`src/hw/rtl/s5hs_pkg.sv`:
```
`default_nettype none
package s5hs_pkg;

   localparam int unsigned QUEUE_DEPTH  = 4;
   localparam int unsigned MAX_NAME_LEN = 256;

   localparam logic [31:0] BIND_RESET = 32'h7F00_0001;
   localparam logic [15:0] PORT_RESET = 16'd1080;

   typedef enum logic [1:0] {
      REQ_BYTE = 2'd0,
      REQ_LOST = 2'd1,
      REQ_NEW  = 2'd2
   } req_kind_type;

   typedef enum logic [1:0] {
      KIND_REPLY = 2'd0,
      KIND_ADDR  = 2'd1,
      KIND_FIN   = 2'd2
   } out_kind_type;

   typedef enum logic [1:0] {
      OC_FAIL = 2'd0,
      OC_TCP  = 2'd1,
      OC_UDP  = 2'd2
   } outcome_type;

   localparam logic REG_BIND = 1'b0;
   localparam logic REG_PORT = 1'b1;

   localparam logic [7:0] SOCKS_VER     = 8'h05;
   localparam logic [7:0] METHOD_NOAUTH = 8'h00;
   localparam logic [7:0] METHOD_NONE   = 8'hFF;
   localparam logic [7:0] CMD_CONNECT   = 8'h01;
   localparam logic [7:0] CMD_UDP       = 8'h03;
   localparam logic [7:0] ATYP_IPV4     = 8'h01;
   localparam logic [7:0] ATYP_DOMAIN   = 8'h03;
   localparam logic [7:0] ATYP_IPV6     = 8'h04;
   localparam logic [7:0] REP_OK        = 8'h00;
   localparam logic [7:0] REP_BAD_CMD   = 8'h07;
   localparam logic [7:0] REP_BAD_ATYP  = 8'h08;
   localparam logic [7:0] RSV_BYTE      = 8'h00;

   localparam logic [7:0] IPV4_LEN  = 8'd4;
   localparam logic [7:0] IPV4_SKIP = 8'd6;
   localparam logic [7:0] IPV6_SKIP = 8'd18;
   localparam logic [7:0] PORT_SKIP = 8'd2;

   localparam logic [3:0] GREET_LEN = 4'd2;
   localparam logic [3:0] REPLY_LEN = 4'd10;

   // one queued job: optional reply bytes, then optionally an address byte or a finish result
   typedef struct packed {
      logic [3:0]  nrep;
      logic        has_fin;
      logic        has_addr;
      logic [7:0]  code;
      logic [31:0] addr;
      logic [15:0] rport;
      outcome_type oc;
      logic [15:0] fport;
      logic        akind;
      logic [7:0]  alen;
   } s5hs_desc_type;

   typedef struct packed {
      logic full;
      logic empty;
   } s5hs_qstat_type;

endpackage
`default_nettype wire

```
`src/hw/rtl/s5hs_front.sv`:
```
`default_nettype none
module s5hs_front (
   input  wire logic                  clock,
   input  wire logic                  reset,
   input  wire logic                  req_valid,
   output logic                       req_stall,
   input  wire logic [1:0]            req_type,
   input  wire logic [7:0]            req_rx_byte,
   input  wire logic [31:0]           bind_address,
   input  wire logic [15:0]           listen_port,
   input  wire s5hs_pkg::s5hs_qstat_type qstat,
   output logic                       push,
   output s5hs_pkg::s5hs_desc_type    desc
);
   import s5hs_pkg::*;

   typedef enum logic [14:0] {
      PH_GVER   = 15'h0001,
      PH_GNUM   = 15'h0002,
      PH_METH   = 15'h0004,
      PH_RVER   = 15'h0008,
      PH_RCMD   = 15'h0010,
      PH_RRSV   = 15'h0020,
      PH_RATYP  = 15'h0040,
      PH_UDLEN  = 15'h0080,
      PH_USKIPN = 15'h0100,
      PH_USKIPP = 15'h0200,
      PH_CDLEN  = 15'h0400,
      PH_CADDR  = 15'h0800,
      PH_PHI    = 15'h1000,
      PH_PLO    = 15'h2000,
      PH_DONE   = 15'h4000
   } phase_type;

   localparam logic [8:0] NAME_LIMIT = 9'(MAX_NAME_LEN - 1);

   phase_type     phase_ff, phase_in;
   logic [7:0]    left_ff, left_in;
   logic          noauth_ff, noauth_in;
   logic          udp_ff, udp_in;
   logic          akind_ff, akind_in;
   logic [7:0]    alen_ff, alen_in;
   logic [7:0]    phigh_ff, phigh_in;
   logic          accept;
   logic [7:0]    b;
   logic [7:0]    left_dec;
   logic          noauth_next;
   s5hs_desc_type fail_d;

   function automatic s5hs_desc_type fin_desc(input outcome_type oc, input logic [15:0] fport,
                                              input logic akind, input logic [7:0] alen);
      s5hs_desc_type d;
      d         = '0;
      d.has_fin = 1'b1;
      d.oc      = oc;
      d.fport   = fport;
      d.akind   = akind;
      d.alen    = alen;
      return d;
   endfunction

   function automatic s5hs_desc_type add_reply(input s5hs_desc_type f, input logic [3:0] nrep,
                                               input logic [7:0] code, input logic [31:0] addr,
                                               input logic [15:0] rport);
      s5hs_desc_type d;
      d       = f;
      d.nrep  = nrep;
      d.code  = code;
      d.addr  = addr;
      d.rport = rport;
      return d;
   endfunction

   assign accept      = req_valid && !qstat.full;
   assign req_stall   = qstat.full;
   assign b           = req_rx_byte;
   assign left_dec    = left_ff - 8'd1;
   assign noauth_next = noauth_ff | (b == METHOD_NOAUTH);
   assign fail_d      = fin_desc(OC_FAIL, 16'd0, 1'b0, alen_ff);

   always_comb begin
      phase_in  = phase_ff;
      left_in   = left_ff;
      noauth_in = noauth_ff;
      udp_in    = udp_ff;
      akind_in  = akind_ff;
      alen_in   = alen_ff;
      phigh_in  = phigh_ff;
      push      = 1'b0;
      desc      = fail_d;
      if (accept) begin
         case (req_type)
            REQ_BYTE: begin
               case (phase_ff)
                  PH_GVER: begin
                     if (b != SOCKS_VER) begin
                        push     = 1'b1;
                        phase_in = PH_DONE;
                     end else begin
                        phase_in = PH_GNUM;
                     end
                  end
                  PH_GNUM: begin
                     if (b == 8'd0) begin
                        push     = 1'b1;
                        phase_in = PH_DONE;
                     end else begin
                        left_in   = b;
                        noauth_in = 1'b0;
                        phase_in  = PH_METH;
                     end
                  end
                  PH_METH: begin
                     noauth_in = noauth_next;
                     left_in   = left_dec;
                     if (left_dec == 8'd0) begin
                        push = 1'b1;
                        if (noauth_next) begin
                           desc          = add_reply(fail_d, GREET_LEN, METHOD_NOAUTH, 32'd0,
                                                     16'd0);
                           desc.has_fin  = 1'b0;
                           phase_in      = PH_RVER;
                        end else begin
                           desc     = add_reply(fail_d, GREET_LEN, METHOD_NONE, 32'd0, 16'd0);
                           phase_in = PH_DONE;
                        end
                     end
                  end
                  PH_RVER: begin
                     left_in  = {7'd0, b != SOCKS_VER};
                     phase_in = PH_RCMD;
                  end
                  PH_RCMD: begin
                     udp_in = (b == CMD_UDP);
                     if (b != CMD_CONNECT && b != CMD_UDP) begin
                        left_in = left_ff | 8'd2;
                     end
                     phase_in = PH_RRSV;
                  end
                  PH_RRSV: begin
                     phase_in = PH_RATYP;
                  end
                  PH_RATYP: begin
                     left_in = 8'd0;
                     if (left_ff[0]) begin
                        push     = 1'b1;
                        phase_in = PH_DONE;
                     end else if (left_ff[1]) begin
                        push     = 1'b1;
                        desc     = add_reply(fail_d, REPLY_LEN, REP_BAD_CMD, 32'd0, 16'd0);
                        phase_in = PH_DONE;
                     end else if (udp_ff) begin
                        if (b == ATYP_IPV4) begin
                           left_in  = IPV4_SKIP;
                           phase_in = PH_USKIPP;
                        end else if (b == ATYP_DOMAIN) begin
                           phase_in = PH_UDLEN;
                        end else if (b == ATYP_IPV6) begin
                           left_in  = IPV6_SKIP;
                           phase_in = PH_USKIPP;
                        end else begin
                           push     = 1'b1;
                           phase_in = PH_DONE;
                        end
                     end else begin
                        if (b == ATYP_IPV4) begin
                           akind_in = 1'b0;
                           left_in  = IPV4_LEN;
                           phase_in = PH_CADDR;
                        end else if (b == ATYP_DOMAIN) begin
                           akind_in = 1'b1;
                           phase_in = PH_CDLEN;
                        end else begin
                           push     = 1'b1;
                           desc     = add_reply(fail_d, REPLY_LEN, REP_BAD_ATYP, 32'd0, 16'd0);
                           phase_in = PH_DONE;
                        end
                     end
                  end
                  PH_UDLEN: begin
                     if (b == 8'd0) begin
                        left_in  = PORT_SKIP;
                        phase_in = PH_USKIPP;
                     end else begin
                        left_in  = b;
                        phase_in = PH_USKIPN;
                     end
                  end
                  PH_USKIPN: begin
                     left_in = left_dec;
                     if (left_dec == 8'd0) begin
                        left_in  = PORT_SKIP;
                        phase_in = PH_USKIPP;
                     end
                  end
                  PH_USKIPP: begin
                     left_in = left_dec;
                     if (left_dec == 8'd0) begin
                        push     = 1'b1;
                        desc     = add_reply(fin_desc(OC_UDP, 16'd0, 1'b0, alen_ff), REPLY_LEN,
                                             REP_OK, bind_address, listen_port + 16'd1);
                        phase_in = PH_DONE;
                     end
                  end
                  PH_CDLEN: begin
                     if (b == 8'd0 || {1'b0, b} >= NAME_LIMIT) begin
                        push     = 1'b1;
                        phase_in = PH_DONE;
                     end else begin
                        left_in  = b;
                        phase_in = PH_CADDR;
                     end
                  end
                  PH_CADDR: begin
                     push          = 1'b1;
                     desc          = '0;
                     desc.has_addr = 1'b1;
                     desc.code     = b;
                     desc.akind    = akind_ff;
                     alen_in       = alen_ff + 8'd1;
                     left_in       = left_dec;
                     if (left_dec == 8'd0) begin
                        phase_in = PH_PHI;
                     end
                  end
                  PH_PHI: begin
                     phigh_in = b;
                     phase_in = PH_PLO;
                  end
                  PH_PLO: begin
                     push     = 1'b1;
                     desc     = add_reply(fin_desc(OC_TCP, {phigh_ff, b}, akind_ff, alen_ff),
                                          REPLY_LEN, REP_OK, bind_address, listen_port);
                     phase_in = PH_DONE;
                  end
                  default: begin
                  end
               endcase
            end
            REQ_LOST: begin
               if (phase_ff != PH_DONE) begin
                  push     = 1'b1;
                  phase_in = PH_DONE;
               end
            end
            REQ_NEW: begin
               phase_in  = PH_GVER;
               left_in   = 8'd0;
               noauth_in = 1'b0;
               udp_in    = 1'b0;
               akind_in  = 1'b0;
               alen_in   = 8'd0;
               phigh_in  = 8'd0;
            end
            default: begin
            end
         endcase
      end
   end

   always_ff @(posedge clock) begin
      if (reset) begin
         phase_ff  <= PH_GVER;
         left_ff   <= 8'd0;
         noauth_ff <= 1'b0;
         udp_ff    <= 1'b0;
         akind_ff  <= 1'b0;
         alen_ff   <= 8'd0;
         phigh_ff  <= 8'd0;
      end else begin
         phase_ff  <= phase_in;
         left_ff   <= left_in;
         noauth_ff <= noauth_in;
         udp_ff    <= udp_in;
         akind_ff  <= akind_in;
         alen_ff   <= alen_in;
         phigh_ff  <= phigh_in;
      end
   end

endmodule
`default_nettype wire

```
`src/hw/rtl/s5hs_queue.sv`:
```
`default_nettype none
module s5hs_queue (
   input  wire logic                clock,
   input  wire logic                reset,
   input  wire logic                push,
   input  wire s5hs_pkg::s5hs_desc_type push_desc,
   input  wire logic                pop,
   output s5hs_pkg::s5hs_desc_type  head,
   output s5hs_pkg::s5hs_qstat_type qstat
);
   import s5hs_pkg::*;

   localparam int unsigned PTR_W = (QUEUE_DEPTH > 1) ? $clog2(QUEUE_DEPTH) : 1;
   localparam int unsigned CNT_W = $clog2(QUEUE_DEPTH + 1);
   localparam logic [PTR_W-1:0] LAST_PTR = PTR_W'(QUEUE_DEPTH - 1);
   localparam logic [CNT_W-1:0] FULL_CNT = CNT_W'(QUEUE_DEPTH);

   s5hs_desc_type    entries_ff [QUEUE_DEPTH];
   logic [PTR_W-1:0] wr_ptr_ff, wr_ptr_in;
   logic [PTR_W-1:0] rd_ptr_ff, rd_ptr_in;
   logic [CNT_W-1:0] count_ff, count_in;
   logic             do_push;
   logic             do_pop;

   assign qstat.full  = (count_ff == FULL_CNT);
   assign qstat.empty = (count_ff == '0);
   assign do_push     = push && !qstat.full;
   assign do_pop      = pop && !qstat.empty;
   assign head        = entries_ff[rd_ptr_ff];

   always_comb begin
      wr_ptr_in = wr_ptr_ff;
      rd_ptr_in = rd_ptr_ff;
      count_in  = count_ff;
      if (do_push) begin
         wr_ptr_in = (wr_ptr_ff == LAST_PTR) ? '0 : wr_ptr_ff + PTR_W'(1);
      end
      if (do_pop) begin
         rd_ptr_in = (rd_ptr_ff == LAST_PTR) ? '0 : rd_ptr_ff + PTR_W'(1);
      end
      if (do_push && !do_pop) begin
         count_in = count_ff + CNT_W'(1);
      end else if (do_pop && !do_push) begin
         count_in = count_ff - CNT_W'(1);
      end
   end

   always_ff @(posedge clock) begin
      if (do_push) begin
         entries_ff[wr_ptr_ff] <= push_desc;
      end
   end

   always_ff @(posedge clock) begin
      if (reset) begin
         wr_ptr_ff <= '0;
         rd_ptr_ff <= '0;
         count_ff  <= '0;
      end else begin
         wr_ptr_ff <= wr_ptr_in;
         rd_ptr_ff <= rd_ptr_in;
         count_ff  <= count_in;
      end
   end

endmodule
`default_nettype wire

```
`src/hw/rtl/s5hs_back.sv`:
```
`default_nettype none
module s5hs_back (
   input  wire logic                clock,
   input  wire logic                reset,
   input  wire s5hs_pkg::s5hs_desc_type  head,
   input  wire s5hs_pkg::s5hs_qstat_type qstat,
   output logic                     pop,
   output logic                     rsp_valid,
   input  wire logic                rsp_stall,
   output logic [1:0]               rsp_out_kind,
   output logic [7:0]               rsp_out_byte,
   output logic [1:0]               rsp_outcome,
   output logic [15:0]              rsp_dest_port,
   output logic                     rsp_target_addr_kind,
   output logic [7:0]               rsp_target_addr_len,
   output logic                     rsp_run_last
);
   import s5hs_pkg::*;

   logic [3:0]  step_ff, step_in;
   logic        valid_ff, valid_in;
   logic [1:0]  kind_ff, kind_in;
   logic [7:0]  byte_ff, byte_in;
   logic [1:0]  oc_ff, oc_in;
   logic [15:0] port_ff, port_in;
   logic        akind_ff, akind_in;
   logic [7:0]  alen_ff, alen_in;
   logic        last_ff, last_in;
   logic        emit;
   logic [3:0]  total;
   logic        last;
   logic [7:0]  reply_byte;

   assign total = head.nrep + {3'd0, head.has_fin} + {3'd0, head.has_addr};
   assign last  = (step_ff == total - 4'd1);
   assign emit  = !qstat.empty && (!valid_ff || !rsp_stall);
   assign pop   = emit && last;

   always_comb begin
      case (step_ff)
         4'd0:    reply_byte = SOCKS_VER;
         4'd1:    reply_byte = head.code;
         4'd2:    reply_byte = RSV_BYTE;
         4'd3:    reply_byte = ATYP_IPV4;
         4'd4:    reply_byte = head.addr[31:24];
         4'd5:    reply_byte = head.addr[23:16];
         4'd6:    reply_byte = head.addr[15:8];
         4'd7:    reply_byte = head.addr[7:0];
         4'd8:    reply_byte = head.rport[15:8];
         4'd9:    reply_byte = head.rport[7:0];
         default: reply_byte = 8'd0;
      endcase
   end

   always_comb begin
      step_in  = step_ff;
      valid_in = valid_ff && rsp_stall;
      kind_in  = kind_ff;
      byte_in  = byte_ff;
      oc_in    = oc_ff;
      port_in  = port_ff;
      akind_in = akind_ff;
      alen_in  = alen_ff;
      last_in  = last_ff;
      if (emit) begin
         valid_in = 1'b1;
         step_in  = last ? 4'd0 : step_ff + 4'd1;
         last_in  = last;
         oc_in    = OC_FAIL;
         port_in  = 16'd0;
         akind_in = 1'b0;
         alen_in  = 8'd0;
         if (step_ff < head.nrep) begin
            kind_in = KIND_REPLY;
            byte_in = reply_byte;
         end else if (head.has_addr) begin
            kind_in  = KIND_ADDR;
            byte_in  = head.code;
            akind_in = head.akind;
         end else begin
            kind_in  = KIND_FIN;
            byte_in  = 8'd0;
            oc_in    = head.oc;
            port_in  = head.fport;
            akind_in = head.akind;
            alen_in  = head.alen;
         end
      end
   end

   always_ff @(posedge clock) begin
      if (reset) begin
         step_ff  <= 4'd0;
         valid_ff <= 1'b0;
      end else begin
         step_ff  <= step_in;
         valid_ff <= valid_in;
      end
   end

   always_ff @(posedge clock) begin
      kind_ff  <= kind_in;
      byte_ff  <= byte_in;
      oc_ff    <= oc_in;
      port_ff  <= port_in;
      akind_ff <= akind_in;
      alen_ff  <= alen_in;
      last_ff  <= last_in;
   end

   assign rsp_valid            = valid_ff;
   assign rsp_out_kind         = kind_ff;
   assign rsp_out_byte         = byte_ff;
   assign rsp_outcome          = oc_ff;
   assign rsp_dest_port        = port_ff;
   assign rsp_target_addr_kind = akind_ff;
   assign rsp_target_addr_len  = alen_ff;
   assign rsp_run_last         = last_ff;

endmodule
`default_nettype wire

```
`src/hw/rtl/socks5_server_handshake_top.sv`:
```
`default_nettype none
// SOCKS5 server handshake (no-authentication only), one client byte per item.
// The front end takes one item every cycle while its four-entry job queue has
// room; an item either changes only session state or posts one job. The back
// end turns each job into results at one per cycle while not stalled, through a
// registered output stage: an address byte is one result, a greeting answer two
// or three, a full reply with its finish result eleven. Sustained rate is one
// item per cycle for items with no results and is set by the back end's
// one-result-per-cycle drain during reply bursts; req_stall rises only when the
// queue is full. Registers: 0x0 bind_address, 0x4 listen_port (low 16 bits).
module socks5_server_handshake_top (
   input  wire logic        clock,
   input  wire logic        reset,
   input  wire logic        req_valid,
   output logic             req_stall,
   input  wire logic [1:0]  req_type,
   input  wire logic [7:0]  req_rx_byte,
   output logic             rsp_valid,
   input  wire logic        rsp_stall,
   output logic [1:0]       rsp_out_kind,
   output logic [7:0]       rsp_out_byte,
   output logic [1:0]       rsp_outcome,
   output logic [15:0]      rsp_dest_port,
   output logic             rsp_target_addr_kind,
   output logic [7:0]       rsp_target_addr_len,
   output logic             rsp_run_last,
   input  wire logic        csr_psel,
   input  wire logic        csr_penable,
   input  wire logic        csr_pwrite,
   input  wire logic [2:0]  csr_paddr,
   input  wire logic [31:0] csr_pwdata,
   output logic [31:0]      csr_prdata,
   output logic             csr_pready
);
   import s5hs_pkg::*;

   logic [31:0]    bind_ff, bind_in;
   logic [15:0]    port_ff, port_in;
   logic           csr_wr;
   logic           push;
   logic           pop;
   s5hs_desc_type  push_desc;
   s5hs_desc_type  head;
   s5hs_qstat_type qstat;

   assign csr_pready = 1'b1;
   assign csr_wr     = csr_psel && csr_penable && csr_pwrite && csr_pready;
   assign csr_prdata = (csr_paddr[2] == REG_PORT) ? {16'd0, port_ff} : bind_ff;

   always_comb begin
      bind_in = bind_ff;
      port_in = port_ff;
      if (csr_wr) begin
         if (csr_paddr[2] == REG_BIND) begin
            bind_in = csr_pwdata;
         end else begin
            port_in = csr_pwdata[15:0];
         end
      end
   end

   always_ff @(posedge clock) begin
      if (reset) begin
         bind_ff <= BIND_RESET;
         port_ff <= PORT_RESET;
      end else begin
         bind_ff <= bind_in;
         port_ff <= port_in;
      end
   end

   s5hs_front u_front (
      .clock        (clock),
      .reset        (reset),
      .req_valid    (req_valid),
      .req_stall    (req_stall),
      .req_type     (req_type),
      .req_rx_byte  (req_rx_byte),
      .bind_address (bind_ff),
      .listen_port  (port_ff),
      .qstat        (qstat),
      .push         (push),
      .desc         (push_desc)
   );

   s5hs_queue u_queue (
      .clock     (clock),
      .reset     (reset),
      .push      (push),
      .push_desc (push_desc),
      .pop       (pop),
      .head      (head),
      .qstat     (qstat)
   );

   s5hs_back u_back (
      .clock                (clock),
      .reset                (reset),
      .head                 (head),
      .qstat                (qstat),
      .pop                  (pop),
      .rsp_valid            (rsp_valid),
      .rsp_stall            (rsp_stall),
      .rsp_out_kind         (rsp_out_kind),
      .rsp_out_byte         (rsp_out_byte),
      .rsp_outcome          (rsp_outcome),
      .rsp_dest_port        (rsp_dest_port),
      .rsp_target_addr_kind (rsp_target_addr_kind),
      .rsp_target_addr_len  (rsp_target_addr_len),
      .rsp_run_last         (rsp_run_last)
   );

   // queue never written while full
   a_no_overflow: assert property (@(posedge clock) disable iff (reset)
      qstat.full |-> !push)
      else $error("job queue overflow");

   // a finished result always closes its item
   a_fin_last: assert property (@(posedge clock) disable iff (reset)
      (rsp_valid && rsp_out_kind == KIND_FIN) |-> rsp_run_last)
      else $error("finish result not last");

   // address results stand alone and carry no outcome
   a_addr_alone: assert property (@(posedge clock) disable iff (reset)
      (rsp_valid && rsp_out_kind == KIND_ADDR) |-> (rsp_run_last && rsp_outcome == OC_FAIL))
      else $error("bad address result");

   // nothing to send while the queue is empty and the output is free
   a_idle_quiet: assert property (@(posedge clock) disable iff (reset)
      (qstat.empty && !rsp_valid) |=> !rsp_valid)
      else $error("result without a job");

endmodule
`default_nettype wire

```
`config.mk`:
```
export PLATFORM = sky130hd
export DESIGN_NAME = socks5_server_handshake_top
export DESIGN_NICKNAME = d
export VERILOG_FILES = /design/src/hw/rtl/s5hs_pkg.sv /design/src/hw/rtl/s5hs_front.sv /design/src/hw/rtl/s5hs_queue.sv /design/src/hw/rtl/s5hs_back.sv /design/src/hw/rtl/socks5_server_handshake_top.sv
export SDC_FILE = /design/constraint.sdc
export NUM_CORES = 1
export LEC_CHECK = 0
export BUFFER_PORTS_ARGS = -buffer_cell sky130_fd_sc_hd__buf_4
export CORE_ASPECT_RATIO = 1.1
export CORE_MARGIN = 4
export CORE_UTILIZATION = 60
export DETAILED_ROUTE_END_ITERATION = 16
export PLACE_DENSITY_LB_ADDON = 0.1
export RECOVER_POWER = 50
export SYNTH_ARGS = -nofsm -noshare
export SYNTH_HDL_FRONTEND = slang
export SYNTH_SLANG_ARGS = --single-unit
```
`constraint.sdc`:
```
create_clock -name clock -period 7.42 [get_ports clock]
set_clock_uncertainty 0.2 [all_clocks]
set_input_delay 0.742 -clock clock [delete_from_list [all_inputs] [get_ports clock]]
set_output_delay 0.742 -clock clock [all_outputs]
set_load 0.05 [all_outputs]
```
Yosys cells after proc, flatten, opt, wreduce, memory -nomap -nowiden
Memories as Yosys holds them, arrays and structs flattened. A register that Yosys moved wholly into a read port is not among the register bits. Cells that the tools add are included.

Add/subtract/negate cells: 11. Order comparisons: 2. Equality and inequality tests: 56. Muxes and demuxes: 92. Bitwise operators: 2. Reduce and logical (&&, ||, !) cells: 41.

Operator list (number): 2-to-1 mux 89 bit (9); one-hot mux 89 bit (5 select lines) (1); 2-to-1 mux 15 bit (17); one-hot mux 15 bit (14 select lines) (1); 2-to-1 mux 8 bit (13); 2-to-1 mux 85 bit (1); one-hot mux 8 bit (9 select lines) (1); one-hot mux 8 bit (8 select lines) (1); one-hot mux 8 bit (2 select lines) (3); one-hot mux 15 bit (3 select lines) (1); 2-to-1 mux 32 bit (1); 2-to-1 mux 1 bit (25); adder 16 x 1 -> 16 bit (second input constant) (1); == test 4 x 3 -> 1 bit (second input constant) (4); logical NOT 8 bit (2); == test 15 x 1 -> 1 bit (second input constant) (1); == test 15 x 10 -> 1 bit (second input constant) (1); == test 15 x 11 -> 1 bit (second input constant) (1); == test 15 x 12 -> 1 bit (second input constant) (1); == test 15 x 13 -> 1 bit (second input constant) (1); == test 15 x 14 -> 1 bit (second input constant) (1); == test 15 x 2 -> 1 bit (second input constant) (1); == test 15 x 3 -> 1 bit (second input constant) (1); == test 15 x 4 -> 1 bit (second input constant) (1); other kinds (62) (114).

Register bits: 140. Bits in writable memories: 356. Memories kept: 1.

Memory list: u_queue.entries_ff (depth 4, bits a word 89, read ports 1, clocked after memory_dff 1, write ports 1, RTL line s5hs_queue.sv:18) `s5hs_desc_type entries_ff [QUEUE_DEPTH];`.

Logic depth before layout (Yosys ltp)
Gate-level depths: netlist (run 1).

Depth after elaboration: 15. Depth in mapped cells: 19. Gate-level depth less buffers: 14.

Modules after synthesis
From an unflattened synthesis (run 1), not the netlist that was laid out.

Cell total of the unflattened synthesis: 1546. Area total of the unflattened synthesis: 22180.0 um2.

Modules (own cells, without submodules): s5hs_queue (times used 1, cells each 515, area each 13287.7 um2, seq. area each 10870.4 um2); s5hs_front (times used 1, cells each 579, area each 4037.6 um2, seq. area each 840.8 um2); s5hs_back (times used 1, cells each 217, area each 2497.4 um2, seq. area each 1241.2 um2); socks5_server_handshake_top (times used 1, cells each 235, area each 2357.3 um2, seq. area each 960.9 um2).

Worst setup path before layout (run 1)
No wires, ideal clock.

Path kind: register -> register. Start point: reg u_front.phase_ff[4]. End point: mem u_queue.entries_ff[0][0] in the netlist's numbering (enable). Library setup time: 0.544 ns. Data arrival time: 5.920 ns. Setup slack: 0.756 ns. Cell stages (with the launch flop): 9. Path buffers: 2. Period minus slack after synthesis: 6.664 ns. Cells stage by stage: dfxtp_1 > buf_6 > or4_1 > buf_2 > nor4_1 > a211oi_1 > o2111ai_1 > a21oi_1 > nor2b_1.

Cells in the longest elaborated chain, start to end: 8. Elaborated cells between the ends (all ways): 18. Those cells by class: eq/ne: 9; mux: 6; reduce/logical: 3.

Ends and longest elaborated chain: start, declared (RTL line s5hs_front.sv:37) `phase_type phase_ff, phase_in;`; start signal, assigned (RTL line s5hs_front.sv:271) `phase_ff <= phase_in;`; == test 15 x 14 -> 1 bit (tied with other cells) (RTL line s5hs_front.sv:94) `case (phase_ff)`; OR reduction 2 bit (no source line); one-hot mux 1 bit (6 select lines) (RTL line s5hs_front.sv:94); one-hot mux 1 bit (2 select lines) * (RTL line s5hs_front.sv:92) `case (req_type)`; 2-to-1 mux 1 bit * (RTL line s5hs_front.sv:91) `if (accept) begin`; logical AND 1 bit * (RTL line s5hs_queue.sv:27) `assign do_push = push && !qstat.full;`; 2-to-1 mux 1 bit * (RTL line s5hs_queue.sv:49) `if (do_push) begin`; 2-to-1 mux 1 bit (implied by the code) * (RTL line s5hs_queue.sv:50) `entries_ff[wr_ptr_ff] <= push_desc;`; end, declared (RTL line s5hs_queue.sv:18).

Mark *: on every way between the ends. The rest lies on a longest branch, timed or not.

==> out/metrics.yaml, run 1 <==
worst_setup_path:
  cp-end-kind: "register"
  worstPathRequired_ns: 7.49
  critPathKind: "register to register"
  worstPathArrival_ns: 5.33
  r2r_slack_ns: 2.16
  cp-start-kind: "register"
  worstPathMaxFanout: 38
drt:
  avgRoutedWirePerCell_um: 23.4
  drc: 0
  via_per_inst: 6.32
  detail-route-antenna-nets: 0
  num_vias: 13200
  drt-total-wl_um: 48900
  dr.pass1.iters: 6
  drt_iter0_markers: 1341
sta:
  min_period_ns: 5.26
  whs_ns: 0.197
  worstMarginPinSlew_ns: 4.23
  max_slew_margin_pct: -182
  rsz0062_at_grt: "false"
  setup-violations-final: 0
  setup_tns_ns: 0
  finalHoldViolCount: 0
  fmax_ghz: 0.190
  final_max_slew_viol_count: 205
  post-route-period-util_pct: 70.9
cts:
  post_cts_buffers: 0
  cts_resized: 0
  htreeDepth: 2
  cts_sinks: 490
  cts-buffers-inserted: 47
  cts_tree: "done"
  clk_pin_slew_ns: 0.06
  ctsHoldBuffers: 0
  clock_latency_ns: 0.56
  clock_path_buffers: 3
  cts_root_buffer: "clkbuf_16"
pwr:
  p_leak_nw: 8.36
  power.total_mw: 7.15
  power_density_nw_per_um2: 303
  peakVddDrop_uv: 612
cells_and_area:
  finish.net_count: 1692
  fillers: 2430
  area_delta_synth_final_pct: 12.1
  drive_gt1_share_pct: 15.4
  diodes: 0
global_route:
  grt_pass1_wl_um: 76200
  track_usage_pct: 25.7
  antenna_found_initial: 1
  grt_max_degree: 94
  grt_pass1_vias: 13100
  grt-ovfl-total: 0
synth:
  synth_top_cells_by_count: "386 x edfxtp_1, 158 x nand2_1, 104 x dfxtp_1"
  synth_cell_types: 75
  synth_flop_cell: "edfxtp_1"
  ys.warnings.count: 0
  synth_most_common_cell: "edfxtp_1"
  syn_inst: 1516
  avgSynthCellArea_sq_um: 13.9
  synth_top_area_cell: "edfxtp_1"
  syn_nets: 1591
  seq_area_frac_synth_pct: 64.9
  synth_edf_count: 386
  synthArstFlopShare_pct: 0
  yosysTopAreaCellShare_pct: 55.0
  ys_top_cells_by_area: "edfxtp_1 55%, dfxtp_1 9.9%, mux4_2 9.3%"
  ys_ff_latch: 490
  syn-cell-area_sq_um: 21100
status:
  violations: "max-capacitance violations, max-slew violations"
  status: "finished with violations"
die:
  rows: 71
  die-area_sq_um: 38200
  coreArea_sq_um: 34500
  die_w_um: 187
  ios: 125
  die_y_um: 205
  initial_core_util_pct: 61.1
placed_design:
  port_buffers: 121
  globalplace.congestion: 0.897
  dpl.hpwl_um: 31600
job:
  cap_violations: 4
min_path:
  min_path_type: "primary input to register"
==> stage by stage <==
step,utilization (%),area (sq um),setup WS (ns),cells
after global placement,65.1,22400,2.74,2006
final,68.5,23600,2.16,2091
after detailed placement,65.1,22400,2.68,2006
after global routing,68.5,23600,1.55,2091
after CTS,69.4,23900,2.66,2091
after floorplan,-,21100,0.756,1516
==> where the power goes <==
part           internal [mW]  switching (mW)
logic                  0.436            1.04
clock network           1.34           0.989
registers               3.23           0.122
==> worst max-delay path, stage by stage (launching register included) <==
cell      delay (ns)
dfxtp_4         0.84
clkbuf_1        1.91
mux4_2          0.71
a222oi_1        0.55
o21ai_0         0.18
a311oi_1        0.31
o21ai_0         0.21
==> flip-flops by register name, summed over array words and instances (netlist names), 2 cells and up, named ones only <==
register,flops
u_queue.count_ff,3
port_ff,16
u_front.left_ff,8
u_back.rsp_out_byte,8
u_back.rsp_dest_port,16
bind_ff,32
u_queue.rd_ptr_ff,2
u_back.rsp_target_addr_len,8
u_front.phigh_ff,8
u_queue.wr_ptr_ff,2
u_back.step_ff,4
u_queue.entries_ff,348
u_back.rsp_outcome,2
u_front.alen_ff,8
u_front.phase_ff,15
u_back.rsp_out_kind,2
==> per-layer routing <==
metal,part of all wire [%],track usage [%],up-vias
met4,2.4,7.42,0
met5,0,0,-
met2,47,40.1,513
met3,7.4,4.35,83
li1,-,-,5989
met1,43,38.1,6624
==> layout by cell type (no fill, tap or decap), types with 7 or more instances in the layout <==
| cell | n |
|---|---|
| nor3_1 | 22 |
| nor2_1 | 69 |
| a22oi_1 | 12 |
| mux4_2 | 87 |
| clkinv_1 | 11 |
| buf_4 | 66 |
| nand2b_1 | 15 |
| xor2_1 | 14 |
| o21ai_0 | 37 |
| and2_1 | 31 |
| a211oi_1 | 7 |
| nand3_1 | 27 |
| a22o_1 | 9 |
| clkbuf_1 | 86 |
| nor2b_1 | 58 |
| nor3b_1 | 9 |
| nand2_1 | 158 |
| mux2_2 | 12 |
| clkbuf_16 | 47 |
| xnor2_1 | 9 |
| nand4_1 | 19 |
| ha_1 | 22 |
| dfxtp_1 | 102 |
| nor4_1 | 11 |
| nor4b_1 | 9 |
| and3_1 | 26 |
| or3_1 | 13 |
| mux2i_1 | 9 |
| inv_1 | 23 |
| edfxtp_1 | 386 |
| or4_1 | 7 |
| a21oi_1 | 98 |
| nand3b_1 | 19 |
| and2_0 | 11 |
==> kinds of logic after synthesis <==
logic type	count (synthesis)	share of synthesized area [%]
simple gates	527	13.3
flops	490	64.9
compound gates	224	6.71
buf+inv	116	2.16
mux	112	10.6
fa+ha+maj	23	1.40
xor+xnor	23	0.956
other cells	1	0.0178
==> final cells by class <==
class | instances | area, sq um | area share [%]
well taps | 438 | 548 | 2.32
clock buffers | 61 | 1260 | 5.33
clock inverters | 24 | 230 | 0.975
repair buffers | 143 | 817 | 3.46
multi-input cells | 910 | 6990 | 29.6
inverters | 25 | 93.8 | 0.397
flip-flops and latches | 490 | 13700 | 57.9
==> worst paths after layout <==
path,startpoint,to,cells past startpoint
worst max-delay path,register,u_back.rsp_out_byte[3]$_DFFE_PP_,6
worst min-delay path,csr_pwdata[27],bind_ff[27]$_SDFFE_PP1P_,3
worst max register to register,register,u_back.rsp_out_byte[3]$_DFFE_PP_,6
worst min register to register,bind_ff[20]$_SDFFE_PP0P_,bind_ff[20]$_SDFFE_PP0P_,2
No activity file was read; power rests on OpenSTA's default activity.
==> inputs of run 2 (changes only) <==
--- a/config.mk
+++ b/config.mk
@@ -8,7 +8,7 @@
 export BUFFER_PORTS_ARGS = -buffer_cell sky130_fd_sc_hd__buf_4
 export CORE_ASPECT_RATIO = 1.1
 export CORE_MARGIN = 4
-export CORE_UTILIZATION = 60
+export CORE_UTILIZATION = 55
 export DETAILED_ROUTE_END_ITERATION = 16
 export PLACE_DENSITY_LB_ADDON = 0.1
 export RECOVER_POWER = 50
==> constraint.sdc (replaced) <==
create_clock -name clock -period 4.7 [get_ports clock]
set_clock_uncertainty 0.2 [all_clocks]
set_input_delay 0.47 -clock clock [delete_from_list [all_inputs] [get_ports clock]]
set_output_delay 0.47 -clock clock [all_outputs]
set_load 0.05 [all_outputs]
==> out/metrics.yaml, run 2 (synthesis results as in run 1) <==
die:
  rows: 74
  die-area_sq_um: 41500
  ios: 125
  coreArea_sq_um: 37500
  initial_core_util_pct: 56.2
  die_w_um: 195
  die_y_um: 213
worst_setup_path:
  critPathKind: "register to register"
  crit_buf_inv: 3
  slowest_delay_ns: 0.70
  cp_slowest_cell: "or4_1"
  worstPathMaxFanout: 38
  cpMostUsedCell: "clkbuf_1"
  cp-end-kind: "register"
  worstPathCellList: "or4_1, nor4_1, clkbuf_1, a211oi_1, o2111ai_1, a21oi_1, clkbuf_1, nor2b_4, clkbuf_4"
  reg2regPathDepth: 9
  worstPathRequired_ns: 4.69
  crit_family: "buffers and inverters"
  worstPathArrival_ns: 4.16
  cp-start-kind: "register"
  cp.depth: 9
drt:
  avgRoutedWirePerCell_um: 22.6
  detail-route-antenna-nets: 0
  drt-total-wl_um: 49700
  num_vias: 13300
  via_per_inst: 6.04
  dr.pass1.iters: 5
  drt_iter0_markers: 1315
  drc: 0
sta:
  finalHoldViolCount: 0
  final_max_slew_viol_count: 152
  setup-violations-final: 0
  min_period_ns: 4.17
  rsz0062_at_grt: "false"
  whs_ns: 0.0336
  fmax_ghz: 0.240
  post-route-period-util_pct: 88.7
  max_slew_margin_pct: -118
  worstMarginPinSlew_ns: 3.27
placed_design:
  dpl.hpwl_um: 31700
  port_buffers: 121
  detailed_place.area_sq_um: 22700
  globalplace.congestion: 0.909
cts:
  cts_sinks: 490
  cts-buffers-inserted: 47
  htreeDepth: 2
  clock_latency_ns: 0.57
  cts_root_buffer: "clkbuf_16"
  cts_tree: "done"
  clk_pin_slew_ns: 0.06
  clock_path_buffers: 3
global_route:
  grt_max_degree: 77
  antenna_found_initial: 0
  grt-ovfl-total: 0
  grt_pass1_wl_um: 77800
  track_usage_pct: 24.1
  grt_pass1_vias: 13300
job:
  cap_violations: 3
pwr:
  power.total_mw: 11.4
  p_leak_nw: 8.57
  peakVddDrop_uv: 503
  power_density_nw_per_um2: 471
status:
  status: "finished with violations"
  violations: "max-capacitance violations, max-slew violations"
cells_and_area:
  largest_register_ffs: 348
  drive_gt1_share_pct: 15.4
  top_regs: "u_queue.entries_ff x348, bind_ff x32"
  stdcell_area_sq_um: 24100
  top_register: "u_queue.entries_ff"
  utilization_pct: 64.4
  final_common_cell: "edfxtp_1"
  diodes: 0
  layout_common_cells: "386 x edfxtp_1, 158 x nand2_1, 102 x dfxtp_1"
  area_delta_synth_final_pct: 14.6
  finish.net_count: 1742
min_path:
  min_path_type: "primary input to register"
  holdPathStages: 3
-- run 2: cell count changes in the layout (fill, tap and decap cells not counted), sizes merged --
cell and change:
buf +4, bufinv -1, clkbuf +23, clkinv -6, clkinvlp +2, dlygate4sd3 +32, inv -1
-- run 2: repair_timing --
action,4_1_cts,5_1_grt
endpoints found under the hold margin,48,0
hold buffers,32,0
buffers inserted,0,0
resized for setup,0,0
-- run 2: cell type report --
type	instances	area [sq um]
Timing Repair Buffer	193	1260
Multi-Input combinational cell	910	6960
Clock inverter	18	184
Sequential cell	490	13700
Inverter	25	93.8
Clock buffer	70	1350
Tap cell	494	618
Fill cell	2841	13300
-- run 2: final timing paths --
check,start,to,slack [ns]
min reg2reg,u_front.phigh_ff[0]$_SDFFE_PP0P_,u_front.phigh_ff[0]$_SDFFE_PP0P_,0.27
min,csr_pwdata[21],bind_ff[21]$_SDFFE_PP0P_,0.03
max reg2reg,u_front.phase_ff[4]$_SDFFE_PP0P_,u_queue.entries_ff[3][12]$_DFFE_PP_,0.53
max,u_front.phase_ff[4]$_SDFFE_PP0P_,u_queue.entries_ff[3][12]$_DFFE_PP_,0.53
-- run 2: worst min-delay path, stage by stage --
cell	delay (ns)
buf_4	0.11
nand2_1	0.08
a21oi_1	0.08
-- run 2: layer usage --
layer | GRT usage (%) | wire length, um | vias to the layer above | share of wire [%]
met5 | 0 | 0 | - | 0
met1 | 35.8 | 22100 | 6698 | 45
met2 | 38.7 | 23400 | 413 | 47
met3 | 3.68 | 3270 | 70 | 6.6
met4 | 5.21 | 880 | 0 | 1.8
li1 | - | - | 6101 | -
-- run 2: stage by stage --
stage	cells	worst slack [ns]	TNS [ns]
2_1_floorplan	1516	-0.347	-120.59
3_3_place_gp	2080	0.856	0
3_5_place_dp	2080	0.765	0
4_1_cts	2200	0.735	0
5_1_grt	2200	0.306	0
6_report	2200	0.532	0
-- run 2: power by group --
group          switching (mW)  leakage [nW]  internal (mW)
Combinational            1.67          2.86          0.704
Clock                    1.58         0.748           2.17
Sequential              0.162          4.96           5.10
Total                    3.41          8.57           7.96
